### src/rtl/core/bcknf_pkg.sv
package bcknf_pkg;

    // Frame limits
    localparam int MAX_WIDTH  = 2048;
    localparam int MAX_HEIGHT = 16384;

    // Field and counter widths
    localparam int PIX_W    = 24;
    localparam int CHAN_W   = 8;
    localparam int COL_W    = $clog2(MAX_WIDTH);
    localparam int ROW_W    = $clog2(MAX_HEIGHT + 2);
    localparam int WIDTH_W  = 12;
    localparam int HEIGHT_W = 15;
    localparam int CFG_IDX_W  = 2;
    localparam int CFG_DATA_W = 15;

    // Register indexes
    localparam logic [CFG_IDX_W-1:0] REG_IMAGE_WIDTH  = 2'd0;
    localparam logic [CFG_IDX_W-1:0] REG_IMAGE_HEIGHT = 2'd1;

    // Register reset values
    localparam logic [WIDTH_W-1:0]  WIDTH_RESET  = 12'd640;
    localparam logic [HEIGHT_W-1:0] HEIGHT_RESET = 15'd480;

    localparam logic [CHAN_W-1:0] ALPHA_OPAQUE = 8'hFF;
    localparam logic [CHAN_W-1:0] ALPHA_KEYED  = 8'h00;

    // Position of the pixel that leaves with a transaction, and which of
    // its neighbors lie inside the frame
    typedef struct packed {
        logic             res_valid;
        logic             last;
        logic             has_up;
        logic             has_down;
        logic             has_left;
        logic             has_right;
        logic [COL_W-1:0] col;
    } pos_info_t;

endpackage

### src/rtl/core/bcknf_position.sv
module bcknf_position import bcknf_pkg::*; (
    input  logic                  aclk,
    input  logic                  aresetn,
    input  logic                  cfg_valid,
    output logic                  cfg_ready,
    input  logic [CFG_IDX_W-1:0]  cfg_index,
    input  logic [CFG_DATA_W-1:0] cfg_data,
    input  logic                  in_accept,
    output pos_info_t             pos,
    output logic                  restart
);

    logic [WIDTH_W-1:0]  width_reg;
    logic [HEIGHT_W-1:0] height_reg;
    logic [COL_W-1:0]    col_reg, col_next;
    logic [ROW_W-1:0]    row_reg, row_next;
    logic [WIDTH_W-1:0]  w_eff;
    logic [ROW_W-1:0]    h_eff;
    logic                col_zero;
    logic                row_wrap;

    assign cfg_ready = 1'b1;
    assign restart   = cfg_valid && (cfg_index == REG_IMAGE_WIDTH ||
                                     cfg_index == REG_IMAGE_HEIGHT);

    // Configuration registers
    always_ff @(posedge aclk) begin
        if (!aresetn) begin
            width_reg  <= WIDTH_RESET;
            height_reg <= HEIGHT_RESET;
        end else if (cfg_valid) begin
            if (cfg_index == REG_IMAGE_WIDTH) begin
                width_reg <= cfg_data[WIDTH_W-1:0];
            end
            if (cfg_index == REG_IMAGE_HEIGHT) begin
                height_reg <= cfg_data[HEIGHT_W-1:0];
            end
        end
    end

    // Effective frame size: zero acts as one, clamp to the maxima
    always_comb begin
        priority if (width_reg == '0) begin
            w_eff = WIDTH_W'(1);
        end else if (width_reg > WIDTH_W'(MAX_WIDTH)) begin
            w_eff = WIDTH_W'(MAX_WIDTH);
        end else begin
            w_eff = width_reg;
        end
        priority if (height_reg == '0) begin
            h_eff = ROW_W'(1);
        end else if (height_reg > HEIGHT_W'(MAX_HEIGHT)) begin
            h_eff = ROW_W'(MAX_HEIGHT);
        end else begin
            h_eff = ROW_W'(height_reg);
        end
    end

    // Output pixel trails the input by one row plus one pixel
    assign col_zero = (col_reg == '0);
    always_comb begin
        pos.col = col_reg;
        if (!col_zero) begin
            pos.res_valid = (row_reg >= ROW_W'(1)) && (row_reg <= h_eff);
            pos.has_up    = (row_reg >= ROW_W'(2));
            pos.has_down  = (row_reg < h_eff);
            pos.has_left  = (col_reg >= COL_W'(2));
            pos.has_right = 1'b1;
            pos.last      = 1'b0;
        end else begin
            pos.res_valid = (row_reg >= ROW_W'(2)) && (row_reg <= h_eff + ROW_W'(1));
            pos.has_up    = (row_reg >= ROW_W'(3));
            pos.has_down  = (row_reg <= h_eff);
            pos.has_left  = (w_eff > WIDTH_W'(1));
            pos.has_right = 1'b0;
            pos.last      = (row_reg == h_eff + ROW_W'(1));
        end
    end

    // Raster counters, cleared after the last pixel of a frame and on restart
    assign row_wrap = ({1'b0, col_reg} + WIDTH_W'(1)) >= w_eff;
    always_comb begin
        col_next = col_reg;
        row_next = row_reg;
        if (restart) begin
            col_next = '0;
            row_next = '0;
        end else if (in_accept) begin
            priority if (pos.last) begin
                col_next = '0;
                row_next = '0;
            end else if (row_wrap) begin
                col_next = '0;
                row_next = row_reg + ROW_W'(1);
            end else begin
                col_next = col_reg + COL_W'(1);
            end
        end
    end

    always_ff @(posedge aclk) begin
        if (!aresetn) begin
            col_reg <= '0;
            row_reg <= '0;
        end else begin
            col_reg <= col_next;
            row_reg <= row_next;
        end
    end

endmodule

### config.mk
export PLATFORM = sky130hd
export DESIGN_NAME = bcknf_position
export DESIGN_NICKNAME = d
export VERILOG_FILES = /design/src/rtl/core/bcknf_pkg.sv /design/src/rtl/core/bcknf_position.sv
export SDC_FILE = /design/constraint.sdc
export NUM_CORES = 1
export LEC_CHECK = 0
export BUFFER_PORTS_ARGS = -buffer_cell sky130_fd_sc_hd__buf_4
export CAP_MARGIN = 0
export CORE_UTILIZATION = 45
export DETAILED_ROUTE_END_ITERATION = 10
export PLACE_DENSITY = 0.71
export SYNTH_ARGS = -nofsm -noshare
export SYNTH_HDL_FRONTEND = slang
export SYNTH_SLANG_ARGS = --single-unit
### constraint.sdc
create_clock -name aclk -period 5.7 [get_ports aclk]
set_clock_uncertainty 0.05 [all_clocks]
set_input_delay 0.57 -clock aclk [delete_from_list [all_inputs] [get_ports aclk]]
set_output_delay 0.57 -clock aclk [all_outputs]
set_load 0.1 [all_outputs]
==> results.cfg <==
[global_routing]
grt_pass1_wl_microns = 17170
grt_max_degree = 32
grt_util_met1_pct = 30.88
grtUsageMet2_pct = 34.75
grt_pass1_vias = 3662
use_met3_pct = 3.094
grt_overflow = 0
grt-busiest-layer = met2
track_usage_pct = 21.94
antenna_found_initial = 0

[clock_tree]
clock_path_buffers = 2
cts_tree = built
cts.sinks = 53
ctsResizeCount = 0
root_buffer = clkbuf_8
postCtsSetupBuffers = 0
ctsHoldBuffers = 0
cts_buffers = 5
cts_max_level = 2
insertion_delay_ps = 320
clkTransAtPathRegs_ps = 110

[synth]
avgSynthCellArea_sq_um = 7.864
synth_edf_count = 0
ys_top_cells_by_area = dfxtp_1 (26%), ha_1 (15%), nand2_1 (12%), mux2i_1 (3.9%), nand4_1 (3.7%)
synthSimpleGateAreaFrac_pct = 30.97
synth-compound-area-share_pct = 14.91
synth_fp_nets = 593
synth_common_cells = nand2_1 (132), dfxtp_1 (53), ha_1 (49)
synth.most_common_cell = nand2_1
synth.largest_area_cell = dfxtp_1
synth_top_area_share_pct = 25.80
synth_xor_area_share_pct = 4.472
synth_top_family_by_area = simple AND/OR/NAND/NOR gates
yosys.cell_types.count = 58
synth_ff_type = dfxtp_1
synth-async-reset-ratio_pct = 0
ys_ff_latch = 53
ys.warnings.count = 0
syn-cell-area_sq_um = 4113
syn_inst = 523
synthAdderAreaFrac_pct = 14.91
ys_seq_area_share_pct = 25.80
synth_mux_area_share_pct = 4.168

[worst_hold_path]
hp-start = width_reg[0]
hold_depth = 2
hp-class = register to register
min_to = width_reg[0]

[sta]
slew_headroom_pct = 29.74
period_share_pct = 90.37
min_period_ps = 5151
setup_viol = 0
max_slew.worst_pin.slew_ps = 1054
fmax_mhz = 194.1
finalHoldViolations = 0
drv_slew = 0
tns_ps = 0
rsz0062_at_grt = false

[power]
ir_drop_mv = 0.1017
power_w = 0.0007453
p_int_w = 0.0005106
powerDensity_nw_per_um2 = 164.8
switching_share_pct = 31.49
clockPowerShare_pct = 31.1
total_leakage_power_nw = 1.901
pwr-share-comb_pct = 16.9
p_seq_share_pct = 52.1
p_switching_w = 0.0002347

[placement]
place_inst = 646
port_buffers = 38
routabilityCongestion = 0.8898
dp_hpwl_microns = 7890
place_area_sq_um = 4428

[worst_setup_path]
crit_required_ps = 5080
endpoint_kind = primary output
start_kind = register
r2r-start = height_reg[8]
reg2regPathDepth = 18
crit_type = register to primary output
regToRegSetupSlack_ps = 1240
cp_max_fo = 5
critical_path_arrival_ps = 4530
timing.rr.end = col_reg[9]

[layout]
layout-drive-gt1-share_pct = 12.64
final_nets = 615
stdcell_count = 654
diodes = 0
area_delta_synth_final_pct = 9.979
n_fill_cell = 855
final_area_sq_um = 4523

[drt]
routed_wl_microns = 10120
via_per_inst = 5.717
post-route-drc-count = 7
drtAntennaViolNets = 0
wl_per_cell_microns = 15.48
firstDrtPassIters = 10
vias = 3739
first_iter_violations = 194

[floorplanning]
die_x_microns = 97.60
dieHeight_microns = 97.60
die_area_sq_um = 9526
rows = 34
core_area_sq_um = 8806
initial_core_util_pct = 46.70
num_io_pins = 40

[outcome]
outcome = complete, but fails checks
violations = design-rule violations

[run]
maxCapViolCount = 0
==> worst max-delay path, stage by stage, from the launching register on <==
cell	delay, ps
dfxtp_1	370
nor4_1	320
nand4_1	170
a21o_1	230
inv_1	90
ha_1	190
and3_1	200
nor3b_1	420
nand2_1	150
nor2_1	140
nand2_1	80
xnor2_1	140
ha_1	290
nand4_1	130
or4_4	540
o21a_1	150
o32ai_2	270
buf_4	340
==> worst max-delay path by stage <==
stage | from | endpoint | slack (ps) | cells after the start
2_1_floorplan | height_reg[11] | pos[16] | 590 | 17
3_3_place_gp | height_reg[8] | pos[16] | 1040 | 17
3_5_place_dp | height_reg[8] | pos[16] | 920 | 17
4_1_cts | height_reg[8] | pos[16] | 540 | 17
5_1_grt | height_reg[4] | pos[16] | 270 | 18
6_report | height_reg[8] | pos[16] | 550 | 17
==> per-layer routing <==
metal | routed length, microns | part of all wire [%] | vias to the layer above
li1 | - | - | 1883
met1 | 4943 | 49 | 1752
met2 | 4579 | 45 | 93
met3 | 463 | 4.6 | 11
met4 | 136 | 1.3 | 0
met5 | 0 | 0 | -
==> layout by cell type (no fill, tap or decap), types with 2 or more instances in the layout <==
cell      synthesis  final
xor2_1            7      7
nor3_1            6      6
buf_4             2     39
a211oi_1          3      2
o21ai_1           3      3
or3_1             2      2
a21boi_0         19     19
nand2b_1         18     18
o211ai_1          4      4
and4_1            2      2
nor2_1           18     18
a21oi_2          10     10
xnor2_1          14     14
clkinv_4          0      2
a21boi_1          2      2
o21bai_1          2      2
and2_1            2      2
and3_1           13     13
clkbuf_8          0      5
a21o_1            4      4
a221oi_1          2      2
inv_1            16     16
a21oi_1          17     17
nand3b_1          3      3
nor3b_1           2      2
nand3_1          20     20
nand2_1         132    132
mux2i_1          16     16
dfxtp_1          53     53
ha_1             49     49
nand4_1          24     24
nor4_1            8      8
o21ai_0           5      5
==> cell type report <==
class	count	area (sq um)	share of cell area [%]
repair buffers	39	292.8	6.473
inverters	16	60.06	1.328
clock inverters	3	26.28	0.5809
well taps	108	135.1	2.988
clock buffers	5	68.82	1.521
multi-input cells	430	2879	63.65
flip-flops and latches	53	1061	23.46
==> per-stage QoR <==
step / hold WS (ps) / setup slack (ps) / util (%)
CTS: 425.7 / 538.9 / 51.36
global placement: 406.7 / 1038 / 50.28
detailed placement: 409.3 / 921.6 / 50.28
finish: 425.5 / 548.7 / 51.36
floorplan: 393.5 / 592.3 / -
global route: 437.9 / 273.7 / 51.36
==> power by group through the flow <==
| stage | Sequential, W | Combinational, W | Clock, W |
|---|---|---|---|
| 3_5_place_dp | 0.000396 | 0.000125 | 0 |
| 6_report | 0.000388 | 0.000126 | 0.000232 |
| 4_1_cts | 0.000388 | 0.000126 | 0.000235 |
| 5_1_grt | 0.000390 | 0.000138 | 0.000247 |
| 3_3_place_gp | 0.000396 | 0.000123 | 0 |
| 2_1_floorplan | 0.000400 | 0.0000875 | 0 |
==> cells by family after synthesis <==
kind of cell	count (synthesis)
flip-flops	53
XOR/XNOR	21
adder cells (fa/ha/maj)	49
AO/OA/AOI/OAI	84
multiplexers	17
AND/OR/NAND/NOR	258
other	1
buffers and inverters	40
Note: power is estimated with default switching activity, not from simulation.
