`src/rtl/core/bcknf_pkg.sv`:
```
package bcknf_pkg;

    // Frame limits
    localparam int MAX_WIDTH  = 2048;
    localparam int MAX_HEIGHT = 16384;

    // Field and counter widths
    localparam int PIX_W    = 24;
    localparam int CHAN_W   = 8;
    localparam int COL_W    = $clog2(MAX_WIDTH);
    localparam int ROW_W    = $clog2(MAX_HEIGHT + 2);
    localparam int WIDTH_W  = 12;
    localparam int HEIGHT_W = 15;
    localparam int CFG_IDX_W  = 2;
    localparam int CFG_DATA_W = 15;

    // Register indexes
    localparam logic [CFG_IDX_W-1:0] REG_IMAGE_WIDTH  = 2'd0;
    localparam logic [CFG_IDX_W-1:0] REG_IMAGE_HEIGHT = 2'd1;

    // Register reset values
    localparam logic [WIDTH_W-1:0]  WIDTH_RESET  = 12'd640;
    localparam logic [HEIGHT_W-1:0] HEIGHT_RESET = 15'd480;

    localparam logic [CHAN_W-1:0] ALPHA_OPAQUE = 8'hFF;
    localparam logic [CHAN_W-1:0] ALPHA_KEYED  = 8'h00;

    // Position of the pixel that leaves with a transaction, and which of
    // its neighbors lie inside the frame
    typedef struct packed {
        logic             res_valid;
        logic             last;
        logic             has_up;
        logic             has_down;
        logic             has_left;
        logic             has_right;
        logic [COL_W-1:0] col;
    } pos_info_t;

endpackage

```
`src/rtl/core/bcknf_fill.sv`:
```
module bcknf_fill import bcknf_pkg::*; (
    input  logic             aclk,
    input  logic             aresetn,
    input  logic             restart,
    // Item entering the pipeline
    input  logic             in_accept,
    output logic             in_ready,
    input  logic [PIX_W-1:0] in_pix,
    input  pos_info_t        in_pos,
    // Line buffer
    input  logic [PIX_W-1:0] up_pix,
    input  logic [PIX_W-1:0] mid_pix,
    output logic             wr_en,
    output logic [COL_W-1:0] wr_addr,
    output logic [PIX_W-1:0] wr_pix,
    // Result register
    output logic             out_valid,
    input  logic             out_ready,
    output logic [PIX_W-1:0] out_color,
    output logic [CHAN_W-1:0] out_alpha,
    output logic             out_last,
    output logic             out_black
);

    logic             s1_valid_reg;
    pos_info_t        pos_reg;
    logic [PIX_W-1:0] pix_reg;
    logic             s1_fire;
    logic             emit;

    // Window columns: 1 = left column, 2 = center column (up, mid, down)
    logic [PIX_W-1:0] w1_up_reg, w1_mid_reg, w1_dn_reg;
    logic [PIX_W-1:0] w2_up_reg, w2_mid_reg, w2_dn_reg;
    logic             black_seen_reg, black_seen_next;

    logic [PIX_W-1:0] center;
    logic [PIX_W-1:0] fill_color;
    logic [PIX_W-1:0] color_next;
    logic             keyed;

    logic             out_valid_reg;
    logic [PIX_W-1:0] out_color_reg;
    logic [CHAN_W-1:0] out_alpha_reg;
    logic             out_last_reg;
    logic             out_black_reg;

    // Stage advances unless its result would overwrite one still waiting
    assign s1_fire  = s1_valid_reg && (!pos_reg.res_valid || !out_valid_reg || out_ready);
    assign emit     = s1_fire && pos_reg.res_valid;
    assign in_ready = !s1_valid_reg || s1_fire;

    assign wr_en   = s1_fire;
    assign wr_addr = pos_reg.col;
    assign wr_pix  = pix_reg;

    // Input stage register
    always_ff @(posedge aclk) begin
        if (!aresetn) begin
            s1_valid_reg <= 1'b0;
        end else if (in_accept) begin
            s1_valid_reg <= 1'b1;
        end else if (s1_fire) begin
            s1_valid_reg <= 1'b0;
        end
    end

    always_ff @(posedge aclk) begin
        if (in_accept) begin
            pos_reg <= in_pos;
            pix_reg <= in_pix;
        end
    end

    // Neighbor pick: up, right, down, left, then the corners
    assign center = w2_mid_reg;
    assign keyed  = (center == '0);
    always_comb begin
        priority if (pos_reg.has_up && w2_up_reg != '0) begin
            fill_color = w2_up_reg;
        end else if (pos_reg.has_right && mid_pix != '0) begin
            fill_color = mid_pix;
        end else if (pos_reg.has_down && w2_dn_reg != '0) begin
            fill_color = w2_dn_reg;
        end else if (pos_reg.has_left && w1_mid_reg != '0) begin
            fill_color = w1_mid_reg;
        end else if (pos_reg.has_up && pos_reg.has_left && w1_up_reg != '0) begin
            fill_color = w1_up_reg;
        end else if (pos_reg.has_up && pos_reg.has_right && up_pix != '0) begin
            fill_color = up_pix;
        end else if (pos_reg.has_down && pos_reg.has_right && pix_reg != '0) begin
            fill_color = pix_reg;
        end else if (pos_reg.has_down && pos_reg.has_left && w1_dn_reg != '0) begin
            fill_color = w1_dn_reg;
        end else begin
            fill_color = '0;
        end
    end

    assign color_next = keyed ? fill_color : center;

    // Sticky black flag, current pixel included
    always_comb begin
        black_seen_next = black_seen_reg;
        if (restart) begin
            black_seen_next = 1'b0;
        end else if (emit) begin
            black_seen_next = (black_seen_reg || keyed) && !pos_reg.last;
        end
    end

    always_ff @(posedge aclk) begin
        if (!aresetn) begin
            black_seen_reg <= 1'b0;
        end else begin
            black_seen_reg <= black_seen_next;
        end
    end

    // Window shift; cleared at frame end and on restart
    always_ff @(posedge aclk) begin
        if (!aresetn || restart || (emit && pos_reg.last)) begin
            w1_up_reg  <= '0;
            w1_mid_reg <= '0;
            w1_dn_reg  <= '0;
            w2_up_reg  <= '0;
            w2_mid_reg <= '0;
            w2_dn_reg  <= '0;
        end else if (s1_fire) begin
            w1_up_reg  <= w2_up_reg;
            w1_mid_reg <= w2_mid_reg;
            w1_dn_reg  <= w2_dn_reg;
            w2_up_reg  <= up_pix;
            w2_mid_reg <= mid_pix;
            w2_dn_reg  <= pix_reg;
        end
    end

    // Result register
    always_ff @(posedge aclk) begin
        if (!aresetn) begin
            out_valid_reg <= 1'b0;
        end else if (emit) begin
            out_valid_reg <= 1'b1;
        end else if (out_ready) begin
            out_valid_reg <= 1'b0;
        end
    end

    always_ff @(posedge aclk) begin
        if (emit) begin
            out_color_reg <= color_next;
            out_alpha_reg <= keyed ? ALPHA_KEYED : ALPHA_OPAQUE;
            out_last_reg  <= pos_reg.last;
            out_black_reg <= black_seen_reg || keyed;
        end
    end

    assign out_valid = out_valid_reg;
    assign out_color = out_color_reg;
    assign out_alpha = out_alpha_reg;
    assign out_last  = out_last_reg;
    assign out_black = out_black_reg;

endmodule

```
`config.mk`:
```
export PLATFORM = sky130hd
export DESIGN_NAME = bcknf_fill
export DESIGN_NICKNAME = d
export VERILOG_FILES = /design/src/rtl/core/bcknf_pkg.sv /design/src/rtl/core/bcknf_fill.sv
export SDC_FILE = /design/constraint.sdc
export NUM_CORES = 1
export LEC_CHECK = 0
export BUFFER_PORTS_ARGS = -buffer_cell sky130_fd_sc_hd__clkbuf_2
export CAP_MARGIN = 5
export CORE_UTILIZATION = 35
export DETAILED_ROUTE_END_ITERATION = 6
export SLEW_MARGIN = 20
export SYNTH_ARGS = -nofsm -noshare
export SYNTH_HDL_FRONTEND = slang
export SYNTH_SLANG_ARGS = --single-unit
```
`constraint.sdc`:
```
create_clock -name aclk -period 2.3 [get_ports aclk]
set_input_delay 0.115 -clock aclk [delete_from_list [all_inputs] [get_ports aclk]]
set_output_delay 0.115 -clock aclk [all_outputs]
set_load 0.05 [all_outputs]
```
==> metrics <==
net count of the finished layout 1544; xor and xnor area share after synthesis 0; area delta synth->final 45.2%; combinational family with the most area after synthesis compound AO/OA/AOI/OAI gates; number of different library cells in the post-synthesis netlist 50; Critical Path Fanout Max 5; f_max 432 MHz; antenna violations before repair 1; CTS tree built; Cell Rows 59; first-pass GRT wire length 53.6 mm; Max Transition Viols Final 0; clock root cell clkbuf_16; setup tns final -23.9 ps; detailed router's first-iteration violation count 1202; vias per inst 5.49; startpoint type of the worst setup path flip-flop; layout cells sized above 1 0.291; post-DP HPWL 24.5 mm; router iterations before antenna repair 7; worst ir drop on vdd 0.647 mV; Ports 166; Crit path arrival time 2610 ps; Final setup violation count 2; Placed Area 11700 um2; Hold Path Depth 4; final weighted congestion in routability-driven placement 0.895; Yosys warning total 0; mux cell area share after synthesis 0.00105; Die Footprint 27800 um2; floorplan die width 167 um; CTS H-tree depth 1; reg2reg path depth 7; clock slew at reported path FFs 60 ps; Post-Route Utilization 0.524; post-synthesis sequential area ratio 0.524; worst setup slack after placement -315 ps; Async S/R FF share, synth 0; area leader, netlist dfxtp_1; Inserted Clock Buffers 25; nets in the synthesized netlist 1181; Fill cells 2423; post-route cell area 13800 um2; Critical Path RT 2590 ps; clock skew 19.6 ps; worst hold path type in -> reg; area occupied by registers 4990 um2; quantity of I/O buffers inserted on ports 165; area of the core 26400 um2; Gate Count Post-Synth 1087; Least-Margin Pin Slew 696 ps; predominant post-synthesis flop cell dfxtp_1; adder-cell share of the synthesized area 0; remaining design rule violation count 0; pwr/cell area 743 nW/um2; worst slew slack as a fraction of its limit 0.532; register bit count reported by yosys 215; antenna viol nets, final 0; clk sinks 215; gr usage total 0.246; number of enable flip-flop cells after synthesis 68; Period Utilization, post-route 1.01; simple-gate area share of the yosys netlist 0.206; post-route minimum period 2320 ps; Die Y-Extent 167 um; pin count of the biggest net entering global routing 92; fraction of synthesized cell area taken by the top area cell type 0.309; violated checks negative setup slack; status finished, violations left; kind of end point of the critical path flip-flop; per-instance average area after synthesis 8.75 um2; static leakage 0.00526 uW; vias in the first global route 9484; mapped cell area 9510 um2; setup repair after global routing missed its margin yes; clock latency on the worst-skew pair 550 ps; starting density of the core 0.361; drt wl/cell 19.7 um; cells taking the most area after synthesis dfxtp_1 31%, edfxtp_1 21%, nand2_1 12%; Maximum Capacitance Violations 0; synthesized-area fraction occupied by ao, oa, aoi and oai cells 0.217; wire length reported by the detailed router 35.5 mm; number of hold violations in the final report 0; Setup CP Type reg -> reg; Max clock buf depth 3; overflow left after global routing 0; Worst Slack Setup Final -17.0 ps; via count 9911; area of combinational cells with multiple inputs 4310 um2
==> final timing paths <==
| path | start | to | slack (ps) |
|---|---|---|---|
| worst min-delay path | in_accept | s1_valid_reg | 160 |
| worst max register to register | w2_up_reg[4] | out_color[9] | -20 |
| worst max-delay path | w2_up_reg[4] | out_color[9] | -20 |
| worst min register to register | w1_dn_reg[2] | w1_dn_reg[2] | 460 |
==> Yosys cell counts (all sizes together), types with 6 or more instances <==
library cell / number
buf: 34
a22oi: 15
nor3b: 19
o21ai: 27
nor4: 48
inv: 8
a211o: 6
nor2: 19
dfxtp: 147
nand4: 12
o21bai: 16
a21oi: 165
clkbuf: 63
nand2: 313
o22ai: 20
o41a: 15
nor3: 16
edfxtp: 68
nand3: 6
a221oi: 19
==> cells by family after synthesis <==
group | Yosys count
multiplexers | 1
flip-flops | 215
AND/OR/NAND/NOR | 444
AO/OA/AOI/OAI | 322
buffers and inverters | 105
==> final cells by class <==
class	instances	share of cell area
inverters	8	0.00236
multi-input cells	768	0.312
diodes	1	0.000181
repair buffers	432	0.235
flip-flops and latches	215	0.361
well taps	335	0.0304
clock buffers	36	0.0535
clock inverters	9	0.00589
==> layout by cell type, fill, tap and decap left out, types with 6 or more instances in the layout <==
master	Yosys	routed
nand2_1	312	311
a21oi_1	165	165
clkbuf_2	0	165
buf_4	19	156
dfxtp_1	147	146
dlygate4sd3_1	0	92
edfxtp_1	68	68
nor4_1	48	34
clkbuf_16	0	27
o21ai_0	23	23
o22ai_1	20	20
nor2_1	19	18
nor3b_1	19	16
a22oi_1	15	15
o21bai_1	16	15
o41a_1	15	15
nor3_1	15	14
nand4_1	12	12
buf_12	0	12
nor4_2	0	10
a221oi_2	0	10
a221oi_1	19	9
inv_1	7	7
nand3_1	6	6
clkbuf_1	63	6
buf_6	1	6
==> worst max-delay path, cell delays in order (launching register included) <==
cell	delay, ps
dfxtp_1	310
nor4_1	370
nand2_1	200
buf_4	190
o21ai_4	290
nand2_2	150
a211o_1	290
o32a_1	270
==> per-layer routing <==
metal / vias to the layer above / track usage / wire (um) / share of wire
li1: 4662 / - / - / -
met1: 4696 / 0.344 / 15500 / 0.44
met2: 477 / 0.378 / 15700 / 0.44
met3: 76 / 0.0487 / 3190 / 0.090
met4: 0 / 0.0857 / 1130 / 0.032
met5: - / 0 / 0 / 0
==> stage by stage <==
stage / total power (uW) / std cells / hold slack, ps
after floorplan: 5280 / 1087 / 214
after global placement: 6070 / 1662 / 293
after detailed placement: 6090 / 1662 / 294
after CTS: 10200 / 1799 / 134
after global routing: 10600 / 1804 / 189
final: 10300 / 1804 / 164
==> power breakdown <==
part | internal (uW) | switching (uW)
combinational | 849 | 1260
clock | 2350 | 1640
sequential | 4070 | 80.0
==> what timing repair did <==
item | CTS | global route
resized for setup | 3 | 45
setup buffers | 0 | 3
hold buffers | 92 | 0
endpoints found under the setup margin | 23 | 24
endpoints found under the hold margin | 91 | 0
pin swaps | 0 | 25
gates cloned | 0 | 1
No activity file was read; power rests on OpenSTA's default activity.
